**src/rtl/sorted_key_table_assert.svh**
```systemverilog
// Assertion macros used by the sorted key table RTL.
`ifndef SORTED_KEY_TABLE_ASSERT_SVH
`define SORTED_KEY_TABLE_ASSERT_SVH

// Same-cycle implication, checked on every rising clock edge outside reset.
`define SKT_ASSERT_IMP(label, ante, cons) \
  label: assert property (@(posedge clk) disable iff (rst) (ante) |-> (cons)) \
    else $error("sorted_key_table assertion failed");

// Next-cycle implication, checked on every rising clock edge outside reset.
`define SKT_ASSERT_NXT(label, ante, cons) \
  label: assert property (@(posedge clk) disable iff (rst) (ante) |=> (cons)) \
    else $error("sorted_key_table assertion failed");

`endif

```
**src/rtl/skt_pkg.sv**
```systemverilog
// Package with sizes, command and status codes, and the result word type.
package skt_pkg;

  localparam int CAPACITY   = 256;
  localparam int VALUE_BITS = 64;
  localparam int KEY_W      = 32;
  localparam int ADDR_W     = $clog2(CAPACITY);
  localparam int CNT_W      = $clog2(CAPACITY + 1);
  localparam int CMP_W      = CNT_W + 8;
  localparam int POS_W      = 9;

  localparam logic [2:0] CMD_INSERT = 3'd0;
  localparam logic [2:0] CMD_FIND   = 3'd1;
  localparam logic [2:0] CMD_READ   = 3'd2;
  localparam logic [2:0] CMD_WKEY   = 3'd3;
  localparam logic [2:0] CMD_WVAL   = 3'd4;

  localparam logic [1:0] ST_OK     = 2'd0;
  localparam logic [1:0] ST_FULL   = 2'd1;
  localparam logic [1:0] ST_BOUNDS = 2'd2;

  typedef struct packed {
    logic [1:0]        status;
    logic              found;
    logic [POS_W-1:0]  position;
    logic signed [31:0] key_out;
    logic [63:0]       value_out;
    logic [POS_W-1:0]  entry_count;
  } res_t;

endpackage

```
**src/rtl/skt_ctrl.sv**
```systemverilog
// Command sequencer: binary search, entry shift, indexed access and result build.
module skt_ctrl (
  input  logic                              clk,
  input  logic                              rst,
  input  logic                              in_valid,
  output logic                              in_stall,
  input  logic [2:0]                        command,
  input  logic signed [31:0]                key,
  input  logic [63:0]                       value,
  input  logic [7:0]                        index,
  output logic                              res_valid,
  input  logic                              res_take,
  output skt_pkg::res_t                     res,
  output logic [skt_pkg::ADDR_W-1:0]        raddr,
  output logic                              key_we,
  output logic                              val_we,
  output logic [skt_pkg::ADDR_W-1:0]        waddr,
  output logic signed [31:0]                wkey,
  output logic [skt_pkg::VALUE_BITS-1:0]    wval,
  input  logic signed [31:0]                rkey,
  input  logic [skt_pkg::VALUE_BITS-1:0]    rval
);
  import skt_pkg::*;

  localparam logic [2:0] S_IDLE   = 3'd0;
  localparam logic [2:0] S_SRCH   = 3'd1;
  localparam logic [2:0] S_SCMP   = 3'd2;
  localparam logic [2:0] S_POST   = 3'd3;
  localparam logic [2:0] S_SHIFT  = 3'd4;
  localparam logic [2:0] S_INS    = 3'd5;
  localparam logic [2:0] S_RDWAIT = 3'd6;
  localparam logic [2:0] S_DONE   = 3'd7;

  logic [2:0]            state;
  logic [2:0]            cmd;
  logic signed [31:0]    key_r;
  logic [VALUE_BITS-1:0] val_r;
  logic [7:0]            idx_r;
  logic [CNT_W-1:0]      count;
  logic [CNT_W-1:0]      lo;
  logic [CNT_W-1:0]      hip1;
  logic [ADDR_W-1:0]     mid;
  logic [CNT_W-1:0]      pos;
  logic                  hit;
  logic [CNT_W-1:0]      ptr;
  logic                  pend;
  logic [ADDR_W-1:0]     wa;
  logic                  wr_pend;
  logic [1:0]            status_r;
  logic                  found_r;
  logic [POS_W-1:0]      position_r;
  logic signed [31:0]    key_out_r;
  logic [VALUE_BITS-1:0] val_out_r;

  logic [CNT_W:0]        mid_sum;
  logic [ADDR_W-1:0]     mid_c;
  logic                  in_range;
  logic                  more;

  assign mid_sum  = {1'b0, lo} + {1'b0, hip1} - (CNT_W + 1)'(1);
  assign mid_c    = ADDR_W'(mid_sum >> 1);
  assign in_range = CMP_W'(index) < CMP_W'(count);
  assign more     = ptr > pos;
  assign in_stall = (state != S_IDLE);
  assign res_valid = (state == S_DONE);

  always_comb begin
    res.status      = status_r;
    res.found       = found_r;
    res.position    = position_r;
    res.key_out     = key_out_r;
    res.value_out   = 64'(val_out_r);
    res.entry_count = POS_W'(count);
  end

  always_comb begin
    raddr  = ADDR_W'(index);
    key_we = 1'b0;
    val_we = 1'b0;
    waddr  = ADDR_W'(idx_r);
    wkey   = key_r;
    wval   = val_r;
    case (state)
      S_SRCH: begin
        raddr = mid_c;
      end
      S_SHIFT: begin
        raddr  = ADDR_W'(ptr - CNT_W'(1));
        waddr  = wa;
        wkey   = rkey;
        wval   = rval;
        key_we = pend;
        val_we = pend;
      end
      S_INS: begin
        waddr  = ADDR_W'(pos);
        key_we = 1'b1;
        val_we = 1'b1;
      end
      S_DONE: begin
        key_we = wr_pend && (cmd == CMD_WKEY);
        val_we = wr_pend && (cmd == CMD_WVAL);
      end
      default: begin
        raddr = ADDR_W'(index);
      end
    endcase
  end

  always_ff @(posedge clk) begin
    if (rst) begin
      state   <= S_IDLE;
      count   <= '0;
      pend    <= 1'b0;
      wr_pend <= 1'b0;
    end else begin
      case (state)
        S_IDLE: begin
          if (in_valid) begin
            cmd        <= command;
            key_r      <= key;
            val_r      <= value[VALUE_BITS-1:0];
            idx_r      <= index;
            hit        <= 1'b0;
            found_r    <= 1'b0;
            position_r <= '0;
            key_out_r  <= '0;
            val_out_r  <= '0;
            status_r   <= ST_OK;
            lo         <= '0;
            hip1       <= count;
            wr_pend    <= 1'b0;
            case (command)
              CMD_INSERT: begin
                if (count >= CNT_W'(CAPACITY)) begin
                  status_r <= ST_FULL;
                  state    <= S_DONE;
                end else begin
                  state <= S_SRCH;
                end
              end
              CMD_FIND: begin
                state <= S_SRCH;
              end
              CMD_READ: begin
                if (in_range) begin
                  state <= S_RDWAIT;
                end else begin
                  status_r  <= ST_BOUNDS;
                  key_out_r <= '1;
                  state     <= S_DONE;
                end
              end
              CMD_WKEY, CMD_WVAL: begin
                if (in_range) begin
                  wr_pend <= 1'b1;
                end else begin
                  status_r <= ST_BOUNDS;
                end
                state <= S_DONE;
              end
              default: begin
                state <= S_DONE;
              end
            endcase
          end
        end
        S_SRCH: begin
          if (lo < hip1) begin
            mid   <= mid_c;
            state <= S_SCMP;
          end else begin
            pos   <= lo;
            state <= S_POST;
          end
        end
        S_SCMP: begin
          if (rkey == key_r) begin
            hit   <= 1'b1;
            pos   <= CNT_W'(mid);
            state <= S_POST;
          end else if (rkey < key_r) begin
            lo    <= CNT_W'(mid) + CNT_W'(1);
            state <= S_SRCH;
          end else begin
            hip1  <= CNT_W'(mid);
            state <= S_SRCH;
          end
        end
        S_POST: begin
          if (cmd == CMD_FIND) begin
            found_r    <= hit;
            position_r <= POS_W'(pos);
            state      <= S_DONE;
          end else begin
            ptr   <= count;
            pend  <= 1'b0;
            state <= S_SHIFT;
          end
        end
        S_SHIFT: begin
          pend <= more;
          wa   <= ADDR_W'(ptr);
          if (more) begin
            ptr <= ptr - CNT_W'(1);
          end else if (!pend) begin
            state <= S_INS;
          end
        end
        S_INS: begin
          count      <= count + CNT_W'(1);
          position_r <= POS_W'(pos);
          state      <= S_DONE;
        end
        S_RDWAIT: begin
          key_out_r <= rkey;
          val_out_r <= rval;
          state     <= S_DONE;
        end
        S_DONE: begin
          wr_pend <= 1'b0;
          if (res_take) begin
            state <= S_IDLE;
          end
        end
        default: begin
          state <= S_IDLE;
        end
      endcase
    end
  end

endmodule

```
**config.mk**
```make
export PLATFORM = sky130hd
export DESIGN_NAME = skt_ctrl
export DESIGN_NICKNAME = d
export VERILOG_FILES = /design/src/rtl/sorted_key_table_assert.svh /design/src/rtl/skt_pkg.sv /design/src/rtl/skt_ctrl.sv
export SDC_FILE = /design/constraint.sdc
export NUM_CORES = 1
export LEC_CHECK = 0
export BUFFER_PORTS_ARGS = -buffer_cell sky130_fd_sc_hd__buf_2
export CAP_MARGIN = 5
export CORE_MARGIN = 4
export CORE_UTILIZATION = 30
export CTS_CLUSTER_DIAMETER = 50
export CTS_CLUSTER_SIZE = 14
export DETAILED_ROUTE_END_ITERATION = 7
export PLACE_DENSITY = 0.5
export SLEW_MARGIN = 20
export SYNTH_ARGS = -nofsm -noshare
export SYNTH_HDL_FRONTEND = slang
export SYNTH_SLANG_ARGS = --single-unit
```
**constraint.sdc**
```tcl
create_clock -name clk -period 5.6 [get_ports clk]
set_input_delay 0.56 -clock clk [delete_from_list [all_inputs] [get_ports clk]]
set_output_delay 0.56 -clock clk [all_outputs]
set_load 0.03 [all_outputs]
```
[Yosys cells after proc, flatten, opt, wreduce, memory -nomap -nowiden]
Cells that the tools add are included.
Word-level totals
  bits in registers: 282
  memories: 0
  latch bits: 0
  output and inout port bits: 233
  ROM bits: 0
  memory bits (writable): 0
  logic and storage cells: 140
Cells by class
  magnitude comparators: 5
  $mul: 0
  add/subtract/negate cells: 5
  shift operators: 0
  reductions and logical operators: 29
  equal/unequal tests: 27
  multiplexer cells: 53
  div/mod/pow operators: 0
  bitwise logic cells: 1
Operator list (number)
  2-to-1 mux 32 bit: 4
  2-to-1 mux 64 bit: 2
  one-hot mux 64 bit (2 select lines): 1
  2-to-1 mux 9 bit: 11
  one-hot mux 9 bit (2 select lines): 4
  one-hot mux 32 bit (2 select lines): 1
  == test 32 bit: 1
  < comparator 32 bit: 1
  one-hot mux 8 bit (2 select lines): 2
  one-hot mux 9 bit (3 select lines): 1
  AND reduction 4 bit: 6
  inequality test 2 bit, second input constant: 11
  one-hot mux 3 bit (7 select lines): 1
  == test 3 bit, second input constant: 6
  subtractor 9 x 1 -> 9 bit, second input constant: 2
  == test 3 x 2 -> 1 bit, second input constant: 5
  2-to-1 mux 3 bit: 5
  nonzero test 2 bit: 6
  2-to-1 mux 1 bit: 10
  AND reduction 5 bit: 2
  adder 8 x 1 -> 9 bit, second input constant: 1
  adder 9 x 1 -> 9 bit, second input constant: 1
  adder 9 bit: 1
  == test 3 x 1 -> 1 bit, second input constant: 3
  other kinds (18): 32

[Logic depth before layout (Yosys ltp)]
  depth after elaboration: 5
  depth in mapped cells: 11
  gate-level depth less buffers: 11

[Worst setup path after synthesis]
OpenSTA, ideal clock, no wires.
  path type: input to register
  from: input rst
  to: register cmd[0], enable pin
  stages on the path: 4
  required time: 5.021 ns
  library setup time: 0.579 ns
  arrival: 5.520 ns
  setup slack: -0.498 ns
  cell sequence: buf_1 inv_1 o21ai_1 nor2_1
Between the ends
  longest elaborated chain between the ends: 2
Ends and longest elaborated chain
  from (decl): RTL line skt_ctrl.sv:4  | input logic rst,
  inverter 1 bit (no source line)
  AND reduction 3 bit (no source line)
  to (signal assigned): RTL line skt_ctrl.sv:120  | cmd <= command;
  to (decl): RTL line skt_ctrl.sv:35  | logic [2:0] cmd;
Every way passes these cells.
A chain may end at the register's enable or synchronous reset.

[Final worst setup path]
  from: register state[1]
  to: output raddr[6] (netlist bit)
Between the ends
  longest elaborated chain between the ends: 2
Ends and longest elaborated chain
  from (decl): RTL line skt_ctrl.sv:34  | logic [2:0] state;
  from (signal assigned): RTL line skt_ctrl.sv:112  | state <= S_IDLE;
  from (signal assigned): RTL line skt_ctrl.sv:137  | state <= S_DONE;
  from (signal assigned): RTL line skt_ctrl.sv:139  | state <= S_SRCH;
  == test 3 bit / == test 3 x 1 -> 1 bit (equally long branches): RTL line skt_ctrl.sv:83  | case (state)
  one-hot mux 8 bit (2 select lines) *: RTL line skt_ctrl.sv:83
  to (decl): RTL line skt_ctrl.sv:14  | output logic [skt_pkg::ADDR_W-1:0] raddr,
Every way passes the cells marked *; elsewhere a longest branch is shown, timed or not.

==> reports/results.ini <==
[run_status]
run_status=completed

[layout]
final_layout_size_suffix_gt1_share_pct=32.4
syn2layout_area_growth_pct=32.0
num-fill-cells=4441
layout.cells.most_common_list=sky130_fd_sc_hd__buf_2 (439), sky130_fd_sc_hd__nand2_1 (280), sky130_fd_sc_hd__edfxtp_1 (268)
utilization_pct=40.4
final_net_count=1923
register_area_mm2=0.00833
final_common_cell=sky130_fd_sc_hd__buf_2
multi_input_gate_area_mm2=0.00475

[critical_path]
worst_r2r_startpoint=key_r[31]
worstSetupStartpoint=state[1]
critPathMaxStageDelay_ns=0.73
setup.worst_path.start_class=register
critical_path.reg2reg.endpoint=lo[1]
worst_ep_arrival_time_ns=3.19
critical-path-top-delay-family=simple AND/OR/NAND/NOR gates
worstPathCellList=nand2b_1, nor2_4, nor2_1, nand2_1, nand2_1, a21o_1, buf_2
timing.reg2reg.worst_path_depth=8
worstSetupEndpointType=output pin
critPathRequiredTime_ns=5.04
regToRegSetupSlack_ns=2.60
crit_top_cell=sky130_fd_sc_hd__nand2_1
critPathMaxFanout=19
critical-path-slowest-cell=sky130_fd_sc_hd__nand2b_1
critPathKind=register to output pin
critical_path_buf_inv_count=1

[synth]
synth_edf_count=268
postSynth.topFlopCell=sky130_fd_sc_hd__edfxtp_1
synth-async-reset-ratio_pct=0
syn_avg_cell_area_um2=11.3
post-synth-top-area-cell=sky130_fd_sc_hd__edfxtp_1
yosysUniqueCellTypes=67
synth_warnings=0
netlist.area_leader.share_pct=59.1
post_synthesis_cell_area_mm2=0.0136
ys_seq_elements=282
netlist_top_cells_area=sky130_fd_sc_hd__edfxtp_1 (59%), sky130_fd_sc_hd__nand2_1 (7.8%), sky130_fd_sc_hd__ha_1 (6.7%), sky130_fd_sc_hd__and2_1 (3.5%), sky130_fd_sc_hd__o21ai_0 (2.6%)
yosysSeqAreaShare_pct=61.2
synthesis.nets=1482
syn-instance-count=1201

[routing]
dr_total_vias=10500
vias_per_cell=4.61
drt_first_pass_iters=5
avgRoutedWirePerCell_um=20.3
detail_route.iter0.violations=630
antenna_left=0
drc=0
detail_route.wirelength_mm=46.2

[placement]
place_hpwl_mm=34.7
placement.io_buffers=439
place_congestion=0.832

[cts]
root_buffer=sky130_fd_sc_hd__clkbuf_16
holdBufCountCts=0
post-cts-setup-buffers=0
tritoncts.num_buffers=42
cts.reportedPaths.clkPinSlew_ns=0.05
post_cts.resized_instances=0
clkSinkCount=282
cts_max_path_bufs=3
cts_htree_levels=2
cts_tree=built
worst_skew_pair_later_pin_latency_ns=0.56

[min_path]
min_path_type=primary input to register
timing.hold.worst.start=key[17]
hold_depth=1
min_delay_worst_endpoint=key_r[17]

[timing]
finalSetupViolations=0
max_freq_ghz=0.266
grt_setup_unrepaired=false
slew_worst_pin_ns=1.11
skew_ns=0.0236
final_critical_path_required_period_ns=3.75
setup_total_negative_slack_ns=0
maxSlewViolCount=0
slew-limit-headroom_pct=25.7
final_min_period_over_clock_period_pct=67.0
report.final.hold_viol_count=0

[power_and_ir_drop]
proportion_of_power_drawn_by_the_clock_network_pct=28.7
comb_power_share_pct=40.0
internal_power_mw=5.88
power.leakage_nw=8.07
max-vdd-ir-drop_v=0.000300
p_sw_share_pct=41.6
pwr-share-seq_pct=31.3
netSwitchingPower_mw=4.19
power.density_cell_area_mw_per_mm2=561
power.total_mw=10.1

[grt]
maximum_number_of_pins_on_one_net_before_global_route_repair=129
grt_use_total_pct=18.4
grt_first_pass_wirelength_mm=69.0
antenna_found_initial=11
grt-ovfl-total=0
number_of_global_route_vias_before_repair=10800

[floorplan]
i_o_pin_total=440
initial_core_util_pct=30.6
floorplan.die_area_mm2=0.0488
floorplan.die.height_um=221
number_of_rows_in_the_core_area=77
design.core.area_mm2=0.0445
chipWidth_um=221

[flow_run]
timing.max_cap.violations=0

## cells in the mapped netlist (3+ instances only)
cell type	instances
sky130_fd_sc_hd__nor4_1	3
sky130_fd_sc_hd__clkbuf_1	20
sky130_fd_sc_hd__and3_1	4
sky130_fd_sc_hd__o21ai_0	72
sky130_fd_sc_hd__o211ai_1	3
sky130_fd_sc_hd__ha_1	73
sky130_fd_sc_hd__or3_1	4
sky130_fd_sc_hd__nand4_1	15
sky130_fd_sc_hd__nand2b_1	9
sky130_fd_sc_hd__buf_2	18
sky130_fd_sc_hd__inv_2	3
sky130_fd_sc_hd__nor2b_1	5
sky130_fd_sc_hd__edfxtp_1	268
sky130_fd_sc_hd__nand3_1	12
sky130_fd_sc_hd__o21ai_1	4
sky130_fd_sc_hd__o21bai_1	4
sky130_fd_sc_hd__xor2_1	8
sky130_fd_sc_hd__nor2_1	48
sky130_fd_sc_hd__mux2i_1	8
sky130_fd_sc_hd__a21oi_1	36
sky130_fd_sc_hd__nor3_1	9
sky130_fd_sc_hd__xnor2_1	15
sky130_fd_sc_hd__a21o_1	42
sky130_fd_sc_hd__and2_1	77
sky130_fd_sc_hd__buf_6	5
sky130_fd_sc_hd__nand2_1	281
sky130_fd_sc_hd__nor3b_1	3
sky130_fd_sc_hd__buf_1	5
sky130_fd_sc_hd__a221o_1	7
sky130_fd_sc_hd__inv_1	82
sky130_fd_sc_hd__dfxtp_1	14
## metal layers
metal  share of wire [%]  up-vias  track usage [%]
li1                    -     5095                -
met1                  40     4921             22.3
met2                  49      380             31.1
met3                 8.1       82             5.87
met4                 2.9        2             6.02
met5               0.015        -                0
## power by group through the flow
stage / Combinational, mW / Clock [mW] / Sequential [mW]
floorplan: 2.38 / 0 / 3.56
global placement: 4.07 / 0 / 3.19
detailed placement: 4.08 / 0 / 3.20
CTS: 4.10 / 2.97 / 3.16
global route: 4.38 / 3.06 / 3.20
finish: 4.03 / 2.89 / 3.15
## flip-flops by register name, summed over array words and instances (netlist names), 2 cells and up
name and count:
lo 9, hip1 9, key_r 32, ptr 9, cmd 3, wa 8, val_r 64, idx_r 8
count 9, state 3, pos 9, key_out_r 32, status_r 2, mid 8, val_out_r 64, position_r 9
## layout make-up
| cell class | instances | area share, % |
|---|---|---|
| Sequential cell | 282 | 46.4 |
| Antenna cell | 8 | 0.111 |
| Inverter | 85 | 1.78 |
| Tap cell | 592 | 4.12 |
| Clock inverter | 30 | 2.44 |
| Multi-Input combinational cell | 784 | 26.4 |
| Clock buffer | 46 | 6.05 |
| Timing Repair Buffer | 447 | 12.7 |
## kinds of logic (layout without fill, tap and decap cells)
logic type      Yosys count  after routing  share of synthesized area [%]
compound gates          193            193                           9.00
xor+xnor                 23             23                           1.48
fa+ha+maj                74             74                           6.86
buf+inv                 135            608                           4.22
flops                   282            282                           61.2
mux                       8              8                          0.588
other cells               0              8                              0
simple gates            486            486                           16.7
## worst max-delay path by stage
stage | endpoint | slack [ns] | cells past startpoint
6_report | raddr[6] | 1.85 | 7
5_1_grt | raddr[6] | 1.60 | 7
4_1_cts | raddr[6] | 1.82 | 7
3_5_place_dp | lo[6] | 2.21 | 8
3_3_place_gp | lo[5] | 2.21 | 8
2_1_floorplan | key_out_r[0] | 0.03 | 4
## stage by stage
| stage | instance area [um^2] | cells | setup slack [ns] | hold WS, ns |
|---|---|---|---|---|
| final | 18000 | 2274 | 1.85 | 0.173 |
| after global routing | 18000 | 2271 | 1.60 | 0.148 |
| after CTS | 17900 | 2266 | 1.82 | 0.135 |
| after detailed placement | 16400 | 2190 | 2.21 | 0.483 |
| after global placement | 16400 | 2190 | 2.21 | 0.473 |
| after floorplan | 13600 | 1201 | 0.0338 | 0.458 |
(Power assumes the default switching activity.)
